==> config.mk <==
export PLATFORM = sky130hd
export DESIGN_NAME = swbs_front
export DESIGN_NICKNAME = d
export VERILOG_FILES = /design/src/hw/rtl/swbs_pkg.sv /design/src/hw/rtl/swbs_front.sv
export SDC_FILE = /design/constraint.sdc
export NUM_CORES = 1
export LEC_CHECK = 0
export BUFFER_PORTS_ARGS = -buffer_cell sky130_fd_sc_hd__buf_4
export CAP_MARGIN = 40
export CORE_AREA = 2 2 206 208
export DETAILED_ROUTE_END_ITERATION = 7
export DIE_AREA = 0 0 208 210
export SLEW_MARGIN = 20
export SYNTH_ARGS = -nofsm -noshare
export SYNTH_HDL_FRONTEND = slang
export SYNTH_SLANG_ARGS = --single-unit
==> constraint.sdc <==
create_clock -name clk -period 2.42 [get_ports clk]
set_input_delay 0.242 -clock clk [delete_from_list [all_inputs] [get_ports clk]]
set_output_delay 0.242 -clock clk [all_outputs]
set_load 0.03 [all_outputs]
==> src/hw/rtl/swbs_pkg.sv <==
`timescale 1ns / 1ps

package swbs_pkg;

  // default sizing
  localparam int DEF_MAX_WORDS   = 1024;
  localparam int DEF_WORD_CHUNKS = 4;

  // fixed field widths
  localparam int CHUNK_BITS = 64;
  localparam int OP_W       = 2;
  localparam int STATUS_W   = 3;
  localparam int INDEX_W    = 10;

  // input op codes
  localparam logic [OP_W-1:0] OP_LOAD  = 2'd0;
  localparam logic [OP_W-1:0] OP_QUERY = 2'd1;
  localparam logic [OP_W-1:0] OP_CLEAR = 2'd2;

  // result status codes
  localparam logic [STATUS_W-1:0] ST_STORED    = 3'd0;
  localparam logic [STATUS_W-1:0] ST_FOUND     = 3'd1;
  localparam logic [STATUS_W-1:0] ST_NOT_FOUND = 3'd2;
  localparam logic [STATUS_W-1:0] ST_FULL      = 3'd3;
  localparam logic [STATUS_W-1:0] ST_TOO_LONG  = 3'd4;

  // commands passed from front end to search engine
  typedef logic [1:0] cmd_t;
  localparam cmd_t CMD_LOAD  = 2'd0;
  localparam cmd_t CMD_QUERY = 2'd1;
  localparam cmd_t CMD_CLEAR = 2'd2;
  localparam cmd_t CMD_LONG  = 2'd3;

  typedef struct packed {
    logic valid;
    cmd_t cmd;
  } cmd_req_t;

  typedef struct packed {
    logic [OP_W-1:0]       op;
    logic [CHUNK_BITS-1:0] text_chunk;
    logic                  last_chunk;
  } in_word_t;

  typedef struct packed {
    logic [STATUS_W-1:0] status;
    logic [INDEX_W-1:0]  found_index;
  } out_word_t;

endpackage

==> src/hw/rtl/swbs_front.sv <==
`timescale 1ns / 1ps

module swbs_front #(
  parameter int WORD_CHUNKS = swbs_pkg::DEF_WORD_CHUNKS
) (
  input  logic                                     clk,
  input  logic                                     rst_n,
  input  logic                                     accept,
  input  swbs_pkg::in_word_t                       in_word,
  output swbs_pkg::cmd_req_t                       req,
  output logic [WORD_CHUNKS-1:0][swbs_pkg::CHUNK_BITS-1:0] req_key
);
  import swbs_pkg::*;

  localparam int POS_W = $clog2(WORD_CHUNKS + 1);

  logic [POS_W-1:0]                       pos_r, pos_nxt;
  logic [WORD_CHUNKS-1:0][CHUNK_BITS-1:0] key_r, key_nxt, key_ins;
  logic                                   long_r, long_nxt;
  logic                                   ovf;

  // assemble chunks and classify the finished word
  always_comb begin
    pos_nxt  = pos_r;
    key_nxt  = key_r;
    long_nxt = long_r;
    req      = '{valid: 1'b0, cmd: CMD_CLEAR};
    key_ins  = key_r;
    ovf      = long_r;
    for (int i = 0; i < WORD_CHUNKS; i++) begin
      if (pos_r == POS_W'(i)) key_ins[i] = in_word.text_chunk;
    end
    if (pos_r == POS_W'(WORD_CHUNKS)) ovf = 1'b1;
    req_key = key_ins;
    if (accept) begin
      case (in_word.op)
        OP_CLEAR: begin
          pos_nxt   = '0;
          key_nxt   = '0;
          long_nxt  = 1'b0;
          req.valid = 1'b1;
          req.cmd   = CMD_CLEAR;
        end
        OP_LOAD, OP_QUERY: begin
          if (in_word.last_chunk) begin
            req.valid = 1'b1;
            if (ovf) req.cmd = CMD_LONG;
            else if (in_word.op == OP_LOAD) req.cmd = CMD_LOAD;
            else req.cmd = CMD_QUERY;
            pos_nxt  = '0;
            key_nxt  = '0;
            long_nxt = 1'b0;
          end else begin
            key_nxt  = key_ins;
            long_nxt = ovf;
            if (!ovf) pos_nxt = pos_r + POS_W'(1);
          end
        end
        default: begin
        end
      endcase
    end
  end

  always_ff @(posedge clk) begin
    if (!rst_n) begin
      pos_r  <= '0;
      key_r  <= '0;
      long_r <= 1'b0;
    end else begin
      pos_r  <= pos_nxt;
      key_r  <= key_nxt;
      long_r <= long_nxt;
    end
  end

  // chunk position saturates at the word size
  a_pos_range: assert property (@(posedge clk) disable iff (!rst_n)
    pos_r <= POS_W'(WORD_CHUNKS))
    else $error("chunk position beyond word size");

endmodule

==> metrics.md <==
| Metric | Value |
|---|---|
| Most used cell, CP | buf_4 |
| Layout Nets | about 1.7k |
| Hold Crit Depth | 3 |
| Hold Vio Cnt, Final | 0 |
| Worst rel slew slack | 0.554 |
| Critical path type | flop to primary output |
| ANT cells | 0 |
| Mapped Nets | between 1k and 1.5k |
| Area after DPL | 14900 µm² |
| PD cells | roughly 560 nW/µm² |
| Capturing point of the worst reg2reg path | key_r[42]$_SDFFE_PN0P_ |
| CTS max path bufs | 3 |
| Root Driver | clkbuf_16 |
| Reg-to-Reg Start | pos_r[0]$_SDFFE_PN0P_ |
| Mapped Area | about 12000 µm² |
| Hold crit path type | primary input to flop |
| IO Count | between 300 and 400 |
| CTS H-tree lvls | 1 |
| Crit start category | flop |
| Max Cap Viol | 0 |
| Antenna-violating nets left | 0 |
| Commonest non-fill, non-tap cell in the layout | nand2_1 |
| Post-synthesis cell type count | 29 |
| Worst path top cell family by delay | buffers and inverters |
| Dpl cells | roughly 2.0k |
| R2r worst-path depth | 9 |
| Die Y | between 200 and 250 µm |
| Tot Pwr | between 10 and 15 mW |
| Pin count of the biggest net entering global routing | 65 |
| Hold Path Origin | in_word[33] |
| FF/Latch Area | approximately 5200 µm² |
| DR vias | 11.2k |
| Clock Skew | ~0.014 ns |
| Finished Core Util | 0.443 |
| Sequential cell area fraction in the yosys report | 0.439 |
| Core ar. | around 41000 µm² |
| # clock sinks | between 200 and 300 |
| Min Hold Slack | 0.0390 ns |
| Yosys warnings | 0 |
| Post-layout minimum cycle time | 2.47 ns |
| Status | finished, violations left |
| Horiz. Die Dim | ~210 µm |
| Commonest cells after routing, fill and taps aside | nand2_1 (259), dfxtp_1 (258), buf_6 (199) |
| Tcrit/Tclk final | 1.02 |
| CP Cell Sequence | ha_2 > ha_4 > buf_12 > buf_4 > buf_6 > mux2_2 > buf_4 |
| Layout cell share with drive strength beyond 1 | 0.459 |
| Fill cells | 3901 |
| Fin worst setup slack | -0.0545 ns |
| DP HPWL | ~26000 µm |
| Vias in the first global route | 11.1k |
| Die ar. | ~44000 µm² |
| Worst-path fanout max | 6 |
| Routability congestion estimate | 0.807 |
| Max Slew Vio Count | 0 |
| 1st-pass router iterations | 6 |
| Mean Syn Cell Area | around 9.4 µm² |
| Via density | around 5.2 |
| Worst Max-Slew Pin Slew | 0.668 ns |
| Arr. time, crit path | 2.23 ns |
| P_leak | roughly 7.6 nW |
| Total negative slack | -1.08 ns |
| CP required | between 2 and 2.5 ns |
| Cell row count | 75 |
| Initial core utilization | 0.286 |
| Initial DRC count | between 700 and 800 |
| Final Setup Violations | 62 |
| Worst setup EP type | primary output |
| Max IR drop VDD | roughly 0.43 mV |
| Cells after synthesis | between 1k and 1.5k |
| Multi-input combinational cell area | approximately 6900 µm² |
| Post-route cell area | approximately 18000 µm² |
| Reg2reg setup slack | about 0.47 ns |
| Pre-CTS setup slack | about 0.31 ns |
| GRT Total Usage | 0.202 |
| Post-route DRC | 0 |
| CTS tree | done |
| Clk slew on worst S/H paths | ~0.060 ns |
| Area Growth Syn to Fin | 54.9% |
| Non-filler instance count after layout | between 2k and 2.5k |
| Worst path slowest cell | dfxtp_4 |
| Achievable Freq | roughly 400 MHz |
| Clk_lat worst skew | 0.55 ns |
| Num CTS Buffers | 29 |
| WP buf/inv | 4 |
| Initial antenna violation count | 0 |
| PortBufs | around 330 |
| Worst Hold End | key_r[32]$_SDFFE_PN0P_ |
| WL per Instance | between 20 and 25 µm |
| Overflow after GRT | 0 |
| Post-synthesis register bit count | between 200 and 300 |
| First-pass GRT wire length | around 70000 µm |
| WL final | around 48000 µm |
| Crit-path max cell delay | about 0.4 ns |
| Failing checks | negative setup slack |
| RSZ-0062 raised after global routing | true |
## cells by family after synthesis
family	share of synthesized area
and+or+nand+nor	0.115
AOI/OAI and AO/OA	0.151
DFF	0.439
muxes	0.243
buffers and inverters	0.0466
adders and majority gates	0.00528
## how the worst max path moves through the flow
stage                                     start  cells after the start  slack (ns)            to
after detailed placement  pos_r[0]$_SDFFE_PN0P_                      5        0.31  req_key[243]
after global placement    pos_r[0]$_SDFFE_PN0P_                      5        0.34  req_key[242]
after global routing      pos_r[0]$_SDFFE_PN0P_                      7       -0.11  req_key[215]
after CTS                 pos_r[0]$_SDFFE_PN0P_                      8        -0.1   req_key[35]
final                     pos_r[0]$_SDFFE_PN0P_                      7       -0.05  req_key[208]
after floorplan           pos_r[0]$_SDFFE_PN0P_                      6        0.57   req_key[14]
## state kept, by name, indices dropped and copies added, names as in the netlist
register,flops
long_r,1
pos_r,3
key_r,256
## worst reg2reg max path, cell delays in order, from the launching register on
cell and delay (ns):
dfxtp_4 0.40, inv_4 0.06, ha_4 0.16, nor2b_4 0.14
buf_6 0.14, buf_12 0.15, buf_4 0.15, nand2_4 0.06
buf_12 0.29, o22ai_1 0.27
## synth_stat cells
cell      count  share of area
or4_1         1        0.00063
clkbuf_1     42          0.013
nand2b_1      3         0.0016
mux2_2      256           0.24
o21a_1        1        0.00063
a21bo_2       1        0.00084
nor4b_4       1         0.0020
nand2_1     262          0.083
o32ai_1       1        0.00074
a21oi_1       2        0.00084
o211ai_1      2         0.0013
a21oi_2       1        0.00074
dfxtp_1     260           0.44
o22ai_1     192           0.10
nor2b_1       3         0.0016
buf_4         1        0.00063
buf_2        72          0.030
ha_1          5         0.0053
nor3b_1       1        0.00063
nand4_1       4         0.0021
inv_1         4         0.0013
buf_6         1        0.00095
a22oi_1      65          0.041
nor2_2        1        0.00053
nor2_1       67          0.021
a21oi_4       2         0.0027
nand3_1       2        0.00084
a21o_1        1        0.00063
or2_2         1        0.00053
## area by class of cell
cell class                 count  share of cell area
clock buffer                  40              0.0434
clock inverter                13             0.00954
inverter                       4             0.00109
multi-input combinational    875               0.376
sequential                   260               0.284
tap                          539              0.0367
timing repair buffer         411               0.249
## what timing repair did
action / in CTS / in global routing
setup endpoints to repair: 256 / 256
hold buffers: 0 / 0
gates cloned: 18 / 10
pin swaps: 1 / 1
setup buffers: 34 / 2
gates resized for setup: 240 / 207
## per-layer routing
| layer | vias to the layer above | track usage | share of wire |
|---|---|---|---|
| li1 | 5184 | - | - |
| met2 | 450 | 0.344 | 0.48 |
| met5 | - | 0 | 0 |
| met1 | 5548 | 0.262 | 0.43 |
| met4 | 0 | 0.0555 | 0.020 |
| met3 | 60 | 0.0392 | 0.064 |
## report_power, final
| group | leakage [nW] | internal (mW) | total (mW) | switching, mW |
|---|---|---|---|---|
| clock | 0.465 | 2.72 | 4.53 | 1.81 |
| sequential | 2.10 | 4.31 | 4.34 | 0.0233 |
| combinational | 5.08 | 0.628 | 1.50 | 0.872 |
Note: power is estimated with default switching activity, not from simulation.
