[src/hw/rtl/swbs_pkg.sv]
`timescale 1ns / 1ps

package swbs_pkg;

  // default sizing
  localparam int DEF_MAX_WORDS   = 1024;
  localparam int DEF_WORD_CHUNKS = 4;

  // fixed field widths
  localparam int CHUNK_BITS = 64;
  localparam int OP_W       = 2;
  localparam int STATUS_W   = 3;
  localparam int INDEX_W    = 10;

  // input op codes
  localparam logic [OP_W-1:0] OP_LOAD  = 2'd0;
  localparam logic [OP_W-1:0] OP_QUERY = 2'd1;
  localparam logic [OP_W-1:0] OP_CLEAR = 2'd2;

  // result status codes
  localparam logic [STATUS_W-1:0] ST_STORED    = 3'd0;
  localparam logic [STATUS_W-1:0] ST_FOUND     = 3'd1;
  localparam logic [STATUS_W-1:0] ST_NOT_FOUND = 3'd2;
  localparam logic [STATUS_W-1:0] ST_FULL      = 3'd3;
  localparam logic [STATUS_W-1:0] ST_TOO_LONG  = 3'd4;

  // commands passed from front end to search engine
  typedef logic [1:0] cmd_t;
  localparam cmd_t CMD_LOAD  = 2'd0;
  localparam cmd_t CMD_QUERY = 2'd1;
  localparam cmd_t CMD_CLEAR = 2'd2;
  localparam cmd_t CMD_LONG  = 2'd3;

  typedef struct packed {
    logic valid;
    cmd_t cmd;
  } cmd_req_t;

  typedef struct packed {
    logic [OP_W-1:0]       op;
    logic [CHUNK_BITS-1:0] text_chunk;
    logic                  last_chunk;
  } in_word_t;

  typedef struct packed {
    logic [STATUS_W-1:0] status;
    logic [INDEX_W-1:0]  found_index;
  } out_word_t;

endpackage

[src/hw/rtl/swbs_queue.sv]
`timescale 1ns / 1ps

module swbs_queue #(
  parameter int WORD_CHUNKS = swbs_pkg::DEF_WORD_CHUNKS
) (
  input  logic                                             clk,
  input  logic                                             rst_n,
  input  swbs_pkg::cmd_req_t                               push_req,
  input  logic [WORD_CHUNKS-1:0][swbs_pkg::CHUNK_BITS-1:0] push_key,
  input  logic                                             pop,
  output swbs_pkg::cmd_req_t                               head,
  output logic [WORD_CHUNKS-1:0][swbs_pkg::CHUNK_BITS-1:0] head_key,
  output logic                                             full
);
  import swbs_pkg::*;

  logic [WORD_CHUNKS-1:0][CHUNK_BITS-1:0] key_q [2];
  cmd_t                                   cmd_q [2];
  logic                                   wr_ptr_r, rd_ptr_r;
  logic [1:0]                             cnt_r, cnt_nxt;
  logic                                   do_pop;

  // two-entry fifo between front end and engine
  assign full     = (cnt_r == 2'd2);
  assign do_pop   = pop && (cnt_r != 2'd0);
  assign head     = '{valid: (cnt_r != 2'd0), cmd: cmd_q[rd_ptr_r]};
  assign head_key = key_q[rd_ptr_r];

  always_comb begin
    cnt_nxt = cnt_r;
    if (push_req.valid && !do_pop) cnt_nxt = cnt_r + 2'd1;
    else if (!push_req.valid && do_pop) cnt_nxt = cnt_r - 2'd1;
  end

  always_ff @(posedge clk) begin
    if (push_req.valid) begin
      key_q[wr_ptr_r] <= push_key;
      cmd_q[wr_ptr_r] <= push_req.cmd;
    end
  end

  always_ff @(posedge clk) begin
    if (!rst_n) begin
      wr_ptr_r <= 1'b0;
      rd_ptr_r <= 1'b0;
      cnt_r    <= 2'd0;
    end else begin
      if (push_req.valid) wr_ptr_r <= ~wr_ptr_r;
      if (do_pop) rd_ptr_r <= ~rd_ptr_r;
      cnt_r <= cnt_nxt;
    end
  end

  // never written while full
  a_no_overflow: assert property (@(posedge clk) disable iff (!rst_n)
    full |-> !push_req.valid)
    else $error("push into full queue");

endmodule

[config.mk]
export PLATFORM = sky130hd
export DESIGN_NAME = swbs_queue
export DESIGN_NICKNAME = d
export VERILOG_FILES = /design/src/hw/rtl/swbs_pkg.sv /design/src/hw/rtl/swbs_queue.sv
export SDC_FILE = /design/constraint.sdc
export NUM_CORES = 1
export LEC_CHECK = 0
export BUFFER_PORTS_ARGS = -buffer_cell sky130_fd_sc_hd__buf_2
export CAP_MARGIN = 0
export CORE_MARGIN = 4
export CORE_UTILIZATION = 40
export CTS_CLUSTER_DIAMETER = 150
export DETAILED_ROUTE_END_ITERATION = 16
export PLACE_DENSITY = 0.67
export RECOVER_POWER = 25
export SLEW_MARGIN = 20
export SYNTH_ARGS = -nofsm -noshare
export SYNTH_HDL_FRONTEND = slang
export SYNTH_SLANG_ARGS = --single-unit
[constraint.sdc]
create_clock -name clk -period 18.1 [get_ports clk]
set_clock_uncertainty 0.2 [all_clocks]
set_input_delay 0.905 -clock clk [delete_from_list [all_inputs] [get_ports clk]]
set_output_delay 0.905 -clock clk [all_outputs]
set_load 0.05 [all_outputs]
==> impl_metrics.prom, run 1 <==
# TYPE chip_impl_metric gauge
chip_impl_info{name="crit_slowest_cell",value="sky130_fd_sc_hd__buf_4"} 1
chip_impl_metric{name="die_h",unit="µm"} 230.2
chip_impl_info{name="crit_path_start_kind",value="flip-flop"} 1
chip_impl_metric{name="finalMaxSlewViolations",unit=""} 0
chip_impl_metric{name="die_x",unit="µm"} 230.2
chip_impl_metric{name="dr_pass1_iterations",unit=""} 4
chip_impl_metric{name="grt_max_degree",unit=""} 76
chip_impl_metric{name="synth_seq_area_share",unit="%"} 78.95
chip_impl_metric{name="port_buffers",unit=""} 521
chip_impl_metric{name="critPathMaxFanout",unit=""} 57
chip_impl_metric{name="post_cts_resized",unit=""} 0
chip_impl_info{name="critical-path-top-delay-family",value="buffers and inverters"} 1
chip_impl_info{name="critPathCaptureType",value="primary output"} 1
chip_impl_metric{name="via_count_of_the_first_global_routing_pass",unit=""} 10450
chip_impl_metric{name="detail_route.iter0.violations",unit=""} 506
chip_impl_metric{name="path_clk_slew",unit="ps"} 60
chip_impl_metric{name="synth-warning-count",unit=""} 0
chip_impl_metric{name="gp_congestion",unit=""} 0.7966
chip_impl_metric{name="drive_gt1_share",unit="%"} 57.25
chip_impl_metric{name="postLayoutSetupSlackWorst",unit="ps"} 13140
chip_impl_metric{name="period_minus_slack",unit="ps"} 4959
chip_impl_metric{name="fillers",unit=""} 4036
chip_impl_metric{name="dp_hpwl",unit="µm"} 29520
chip_impl_metric{name="coreArea",unit="µm²"} 48850
chip_impl_metric{name="grt_usage",unit="%"} 15.53
chip_impl_metric{name="grt_antenna_before_repair",unit=""} 19
chip_impl_info{name="critical_path.cell_chain",value="buf_4 -> buf_4 -> mux2_4 -> buf_2"} 1
chip_impl_metric{name="number_of_vias_per_cell",unit=""} 4.661
chip_impl_metric{name="grt_first_pass_wirelength",unit="µm"} 63000
chip_impl_info{name="ctsRootBufferMaster",value="sky130_fd_sc_hd__clkbuf_16"} 1
chip_impl_metric{name="rows",unit=""} 81
chip_impl_info{name="run_status",value="complete, no violations"} 1
chip_impl_metric{name="drc",unit=""} 0
chip_impl_metric{name="report.final.setup_viol",unit=""} 0
chip_impl_metric{name="hold-path-cell-count",unit=""} 1
chip_impl_metric{name="multi_input_comb_area",unit="µm²"} 3861
chip_impl_metric{name="netlist_instances",unit=""} 825
chip_impl_metric{name="tightest_slew",unit="ps"} 1088
chip_impl_metric{name="clock_tree.htree_level_count",unit=""} 2
chip_impl_metric{name="grt_remaining_overflow",unit=""} 0
chip_impl_metric{name="ys_seq_elements",unit=""} 521
chip_impl_metric{name="regToRegSetupSlack",unit="ps"} 14620
chip_impl_metric{name="cts_setup_buffers",unit=""} 0
chip_impl_metric{name="dp_worst_setup_slack",unit="ps"} 13680
chip_impl_metric{name="synth.distinct_cells",unit=""} 17
chip_impl_metric{name="die-area",unit="µm²"} 53000
chip_impl_metric{name="leakage_dissipation",unit="nW"} 9.523
chip_impl_info{name="type_of_the_worst_setup_path",value="flip-flop to primary output"} 1
chip_impl_metric{name="arrival",unit="ps"} 3850
chip_impl_metric{name="critPathBufInv",unit=""} 3
chip_impl_metric{name="number_of_buffers_inserted_by_hold_repair_at_cts",unit=""} 0
chip_impl_metric{name="achievable-frequency",unit="GHz"} 0.2017
chip_impl_info{name="rr_endpoint",value="key_q[1][214]"} 1
chip_impl_metric{name="synthesis.nets",unit=""} 1088
chip_impl_metric{name="count_of_final_hold_check_violations",unit=""} 0
chip_impl_metric{name="wl_per_cell",unit="µm"} 20.40
chip_impl_metric{name="clkLatencyLatePin",unit="ps"} 570
chip_impl_info{name="tritoncts",value="done"} 1
chip_impl_metric{name="ff2ff_path_depth",unit=""} 3
chip_impl_metric{name="floorplan.initialDensity",unit="%"} 40.44
chip_impl_metric{name="clock_tree.buffer_depth",unit=""} 3
chip_impl_metric{name="tritoncts.num_buffers",unit=""} 54
chip_impl_metric{name="area_delta_synth_final",unit="%"} 25.80
chip_impl_metric{name="drtAntennaViolNets",unit=""} 0
chip_impl_metric{name="power_density",unit="nW/µm²"} 156.0
chip_impl_metric{name="synthesis.area",unit="µm²"} 19750
chip_impl_metric{name="cts_sinks",unit=""} 521
chip_impl_metric{name="postRouteWirelength",unit="µm"} 42910
chip_impl_metric{name="slew_headroom",unit="%"} 27.49
chip_impl_info{name="timing.rr.start",value="wr_ptr_r"} 1
chip_impl_info{name="hp-class",value="input pin to flip-flop"} 1
chip_impl_info{name="rsz_0062_raised_after_global_routing",value="false"} 1
chip_impl_metric{name="crit_path_cell_count",unit=""} 4
chip_impl_metric{name="finalSetupTns",unit="ps"} 0
chip_impl_info{name="layout_common_cells",value="sky130_fd_sc_hd__edfxtp_1 (516), sky130_fd_sc_hd__buf_2 (461), sky130_fd_sc_hd__mux2_4 (220)"} 1
chip_impl_metric{name="timing.final.crit_share",unit="%"} 27.40
chip_impl_info{name="hold_end",value="key_q[1][1]"} 1
chip_impl_metric{name="crit_required",unit="ps"} 16990
chip_impl_metric{name="io-pin-count",unit=""} 522
chip_impl_info{name="layout_commonest_cell",value="sky130_fd_sc_hd__edfxtp_1"} 1
chip_impl_metric{name="max-cap-violations",unit=""} 0
chip_impl_metric{name="area.sequential",unit="µm²"} 15600
chip_impl_metric{name="synthesis.area_per_instance",unit="µm²"} 23.94
chip_impl_info{name="worstHoldStart",value="push_key[1]"} 1
chip_impl_metric{name="cp_slowest_stage_delay",unit="ps"} 960
chip_impl_metric{name="max-vdd-ir-drop",unit="µV"} 142.2
chip_impl_info{name="critical-path-top-cell-by-count",value="sky130_fd_sc_hd__buf_4"} 1
chip_impl_metric{name="vias",unit=""} 9803
chip_impl_metric{name="finalNetCount",unit=""} 1647
[Yosys cell counts, drive strengths merged]
cell    number  share of area [%]
ha           1              0.063
mux2       258                 19
xor2         1              0.044
o21ai        2              0.051
a21boi       1              0.038
buf         29                1.6
or3          1              0.032
edfxtp     516                 78
or2          1              0.032
nor2b        3              0.095
and2         4               0.13
xnor2        2              0.089
o21a         1              0.038
dfxtp        5               0.51
[area by class of cell]
type / count / share of cell area, %
Clock buffer: 62 / 5.644
Clock inverter: 37 / 2.064
Antenna cell: 12 / 0.1208
Tap cell: 664 / 3.343
Sequential cell: 521 / 62.77
Multi-Input combinational cell: 275 / 15.54
Timing Repair Buffer: 532 / 10.52
[worst register-to-register path, cell delays in order, from the launching register on]
cell                      delay (ps)
sky130_fd_sc_hd__dfxtp_1         380
sky130_fd_sc_hd__and2_4          640
sky130_fd_sc_hd__buf_4           800
sky130_fd_sc_hd__buf_4           940
[where the power goes]
part	internal [mW]	leakage (nW)	switching, mW
sequential	1.40	4.88	0.0322
clock	0.739	0.928	0.439
combinational	0.414	3.71	0.851
[how the worst max path moves through the flow]
stage	end	slack, ps
2_1_floorplan	wr_ptr_r	4900
3_3_place_gp	head_key[199]	13640
3_5_place_dp	head_key[204]	13680
4_1_cts	head_key[204]	13050
5_1_grt	head_key[204]	12910
6_report	head_key[204]	13140
[cells by family after synthesis]
kind of cell | count (synthesis) | synth area share [%]
and+or+nand+nor | 9 | 0.2851
xor gates and xnor gates | 3 | 0.1330
DFF | 521 | 78.95
muxes | 258 | 18.89
buffers and inverters | 29 | 1.558
AOI/OAI and AO/OA | 4 | 0.1267
adders and majority gates | 1 | 0.06333
[state kept, by name, indices dropped and copies added (netlist names), named ones only]
name and flops:
key_q 512, cnt_r 2, cmd_q 4, rd_ptr_r 1, wr_ptr_r 1
[per-stage QoR]
stage	utilization, %	instance area (µm²)	instances	power [mW]	hold slack [ps]
5_1_grt	50.84	24830	2096	4.019	274.6
2_1_floorplan	-	19750	825	2.535	273.5
3_3_place_gp	47.04	22980	1992	2.733	292.8
3_5_place_dp	47.04	22980	1992	2.740	325.8
6_report	50.87	24850	2103	3.876	314.4
4_1_cts	50.97	24900	2091	3.930	252.4
[layer usage]
metal | vias to the layer above | share of wire [%] | GRT usage (%)
li1 | 4436 | - | -
met1 | 4894 | 38 | 17.92
met2 | 370 | 51 | 27.06
met3 | 91 | 7.8 | 5.166
met4 | 12 | 3.1 | 5.671
met5 | - | 0.20 | 0
(Power assumes the default switching activity.)
==> run 2: changes to the inputs <==
--- a/config.mk
+++ b/config.mk
@@ -11,7 +11,7 @@
 export CORE_UTILIZATION = 40
 export CTS_CLUSTER_DIAMETER = 150
 export DETAILED_ROUTE_END_ITERATION = 16
-export PLACE_DENSITY = 0.67
+export PLACE_DENSITY = 0.7
 export RECOVER_POWER = 25
 export SLEW_MARGIN = 20
 export SYNTH_ARGS = -nofsm -noshare
==> constraint.sdc (replaced) <==
create_clock -name clk -period 4.1 [get_ports clk]
set_clock_uncertainty 0.2 [all_clocks]
set_input_delay 0.205 -clock clk [delete_from_list [all_inputs] [get_ports clk]]
set_output_delay 0.205 -clock clk [all_outputs]
set_load 0.05 [all_outputs]
==> run 2 against run 1 <==
  * First-iteration DRC count up 23%
  * Flip-flop and latch count unchanged
  * Die area unchanged
  * Sequential power rose to 4.4 times the previous value
  * Critical endpoint is now head_key[14]
  * Design area up 10%
==> impl_metrics.prom, run 2 (synthesis gave the netlist of run 1 again) <==
# TYPE chip_impl_metric gauge
chip_impl_info{name="crit_slowest_cell",value="sky130_fd_sc_hd__dfxtp_4"} 1
chip_impl_metric{name="rows",unit=""} 81
chip_impl_info{name="crit_path_start_kind",value="flip-flop"} 1
chip_impl_metric{name="pwr-share-comb",unit="%"} 34.5
chip_impl_info{name="grt_most_used_layer",value="met2"} 1
chip_impl_metric{name="period_minus_slack",unit="ps"} 2861
chip_impl_metric{name="wl_per_cell",unit="µm"} 19.58
chip_impl_info{name="rsz_0062_raised_after_global_routing",value="false"} 1
chip_impl_metric{name="place_area",unit="µm²"} 23130
chip_impl_metric{name="die-area",unit="µm²"} 53000
chip_impl_info{name="hp-class",value="input pin to flip-flop"} 1
chip_impl_metric{name="grt_antenna_before_repair",unit=""} 8
chip_impl_metric{name="via_count_of_the_first_global_routing_pass",unit=""} 11990
chip_impl_metric{name="switching_power",unit="mW"} 6.004
chip_impl_info{name="run_status",value="complete, no violations"} 1
chip_impl_metric{name="layout.core_utilization",unit="%"} 56.05
chip_impl_metric{name="port_buffers",unit=""} 521
chip_impl_metric{name="grt_first_pass_wirelength",unit="µm"} 69060
chip_impl_metric{name="p_clk_share",unit="%"} 28.3
chip_impl_metric{name="path_clk_slew",unit="ps"} 60
chip_impl_metric{name="clock_tree.htree_level_count",unit=""} 2
chip_impl_info{name="largestRegisters",value="key_q: 512 flops, cmd_q: 4 flops, cnt_r: 2 flops"} 1
chip_impl_metric{name="placedCellCount",unit=""} 1999
chip_impl_metric{name="clkLatencyLatePin",unit="ps"} 570
chip_impl_metric{name="floorplan.initialDensity",unit="%"} 40.44
chip_impl_metric{name="dr_pass1_iterations",unit=""} 5
chip_impl_metric{name="dp_hpwl",unit="µm"} 28820
chip_impl_metric{name="drive_gt1_share",unit="%"} 45.05
chip_impl_metric{name="timing.final.crit_share",unit="%"} 69.79
chip_impl_info{name="ctsRootBufferMaster",value="sky130_fd_sc_hd__clkbuf_16"} 1
chip_impl_metric{name="area_delta_synth_final",unit="%"} 38.61
chip_impl_metric{name="postLayoutSetupSlackWorst",unit="ps"} 1239
chip_impl_metric{name="largest_register_ffs",unit=""} 512
chip_impl_metric{name="grt_usage",unit="%"} 16.77
chip_impl_metric{name="number_of_vias_per_cell",unit=""} 4.599
chip_impl_info{name="layout_common_cells",value="sky130_fd_sc_hd__edfxtp_1 (516), sky130_fd_sc_hd__buf_2 (388), sky130_fd_sc_hd__dlygate4sd3_1 (262)"} 1
chip_impl_metric{name="crit_required",unit="ps"} 3690
chip_impl_metric{name="critPathMaxFanout",unit=""} 39
chip_impl_metric{name="io-pin-count",unit=""} 522
chip_impl_metric{name="power.switching_fraction",unit="%"} 35.26
chip_impl_metric{name="multi_input_comb_area",unit="µm²"} 3861
chip_impl_metric{name="drc",unit=""} 0
chip_impl_metric{name="met2_usage",unit="%"} 29.73
chip_impl_metric{name="clock_tree.buffer_depth",unit=""} 3
chip_impl_metric{name="grt_remaining_overflow",unit=""} 0
chip_impl_info{name="layout_commonest_cell",value="sky130_fd_sc_hd__edfxtp_1"} 1
chip_impl_metric{name="slew_headroom",unit="%"} 39.99
chip_impl_metric{name="cts_sinks",unit=""} 521
chip_impl_metric{name="power_density",unit="nW/µm²"} 621.9
chip_impl_metric{name="area.sequential",unit="µm²"} 15600
chip_impl_metric{name="cp_slowest_stage_delay",unit="ps"} 800
chip_impl_info{name="critPathCaptureType",value="primary output"} 1
chip_impl_metric{name="final.hold.worst_slack",unit="ps"} 151.9
chip_impl_metric{name="die_h",unit="µm"} 230.2
chip_impl_metric{name="coreArea",unit="µm²"} 48850
chip_impl_metric{name="max-vdd-ir-drop",unit="µV"} 392.8
chip_impl_metric{name="gp_congestion",unit=""} 0.7718
chip_impl_metric{name="met1_use_gr",unit="%"} 19.19
chip_impl_metric{name="ff2ff_path_depth",unit=""} 2
chip_impl_metric{name="tritoncts.num_buffers",unit=""} 53
chip_impl_metric{name="hold-path-cell-count",unit=""} 2
chip_impl_metric{name="fillers",unit=""} 3728
chip_impl_metric{name="arrival",unit="ps"} 2460
chip_impl_info{name="type_of_the_worst_setup_path",value="flip-flop to primary output"} 1
chip_impl_info{name="critical-path-top-delay-family",value="flip-flops"} 1
chip_impl_info{name="critical_path.cell_chain",value="buf_4 -> mux2_2 -> buf_2"} 1
chip_impl_metric{name="vias",unit=""} 10890
chip_impl_info{name="tritoncts",value="done"} 1
chip_impl_metric{name="globalRouteMet3Util",unit="%"} 5.302
chip_impl_metric{name="report.final.setup_viol",unit=""} 0
chip_impl_metric{name="grt_max_degree",unit=""} 101
chip_impl_metric{name="count_of_final_hold_check_violations",unit=""} 0
chip_impl_metric{name="internal_power",unit="mW"} 11.02
chip_impl_metric{name="crit_path_cell_count",unit=""} 3
chip_impl_metric{name="stdcell_area",unit="µm²"} 27380
chip_impl_metric{name="dp_worst_setup_slack",unit="ps"} 1797
chip_impl_info{name="registers.top_by_ff_count",value="key_q"} 1
chip_impl_metric{name="critPathBufInv",unit=""} 2
chip_impl_metric{name="max-cap-violations",unit=""} 0
chip_impl_metric{name="leakage_dissipation",unit="nW"} 10.44
chip_impl_metric{name="tightest_slew",unit="ps"} 900.2
chip_impl_metric{name="power_frac_seq",unit="%"} 37.2
chip_impl_metric{name="achievable-frequency",unit="GHz"} 0.3495
chip_impl_metric{name="finalNetCount",unit=""} 1915
chip_impl_metric{name="postRouteWirelength",unit="µm"} 46360
chip_impl_metric{name="drtAntennaViolNets",unit=""} 0
chip_impl_metric{name="layout.cells.non_filler",unit=""} 2367
chip_impl_metric{name="finalMaxSlewViolations",unit=""} 0
chip_impl_metric{name="die_x",unit="µm"} 230.2
chip_impl_metric{name="detail_route.iter0.violations",unit=""} 622
run 2: cell types whose count changed in the layout (fill, tap and decap cells not counted), sizes merged:
cell / change
diode: -5
bufinv: -7
inv: +1
dlygate4sd3: +262
clkinvlp: +1
buf: -66
clkbuf: +72
clkinv: +6
run 2: cell type report:
class | count | share of cell area (%)
multi-input cells | 275 | 14.10
clock inverters | 38 | 1.325
well taps | 664 | 3.034
flip-flops and latches | 521 | 56.97
repair buffers | 801 | 19.39
clock buffers | 61 | 5.109
diodes | 7 | 0.06397
run 2: power by group through the flow:
stage | combinational [mW] | clock [mW] | sequential (mW)
3_3_place_gp | 5.66 | 0 | 6.44
4_1_cts | 5.90 | 4.93 | 6.35
3_5_place_dp | 5.68 | 0 | 6.46
5_1_grt | 6.07 | 5.15 | 6.38
2_1_floorplan | 4.75 | 0 | 6.37
6_report | 5.87 | 4.82 | 6.34
run 2: path summary, 6_finish.rpt:
kind / startpoint / slack [ps] / end
setup / recovery: flip-flop / 1240 / head_key[14]
hold / removal: push_key[67] / 150 / key_q[1][67]
setup reg to reg: wr_ptr_r / 1880 / key_q[1][0]
hold reg to reg: cnt_r[1] / 320 / cnt_r[1]
run 2: layer usage:
metal / vias to the layer above / share of wire, % / wire length [µm]
li1: 4962 / - / -
met1: 5369 / 38 / 17470
met2: 454 / 51 / 23800
met3: 98 / 7.6 / 3530
met4: 4 / 3.3 / 1529
met5: - / 0.056 / 26
run 2: metrics by stage:
stage	TNS [ps]	power (mW)
2_1_floorplan	-186660	11.13
3_3_place_gp	0	12.10
3_5_place_dp	0	12.13
4_1_cts	0	17.18
5_1_grt	0	17.60
6_report	0	17.03
run 2: timing repair:
item,in CTS,in global routing
buffers inserted,0,0
endpoints found under the hold margin,521,0
gates resized for setup,0,0
hold buffers,262,0
run 2: worst reg2reg max path, stage by stage (launching register included):
cell                      delay (ps)
sky130_fd_sc_hd__dfxtp_2         350
sky130_fd_sc_hd__and2_4          620
sky130_fd_sc_hd__buf_12          580
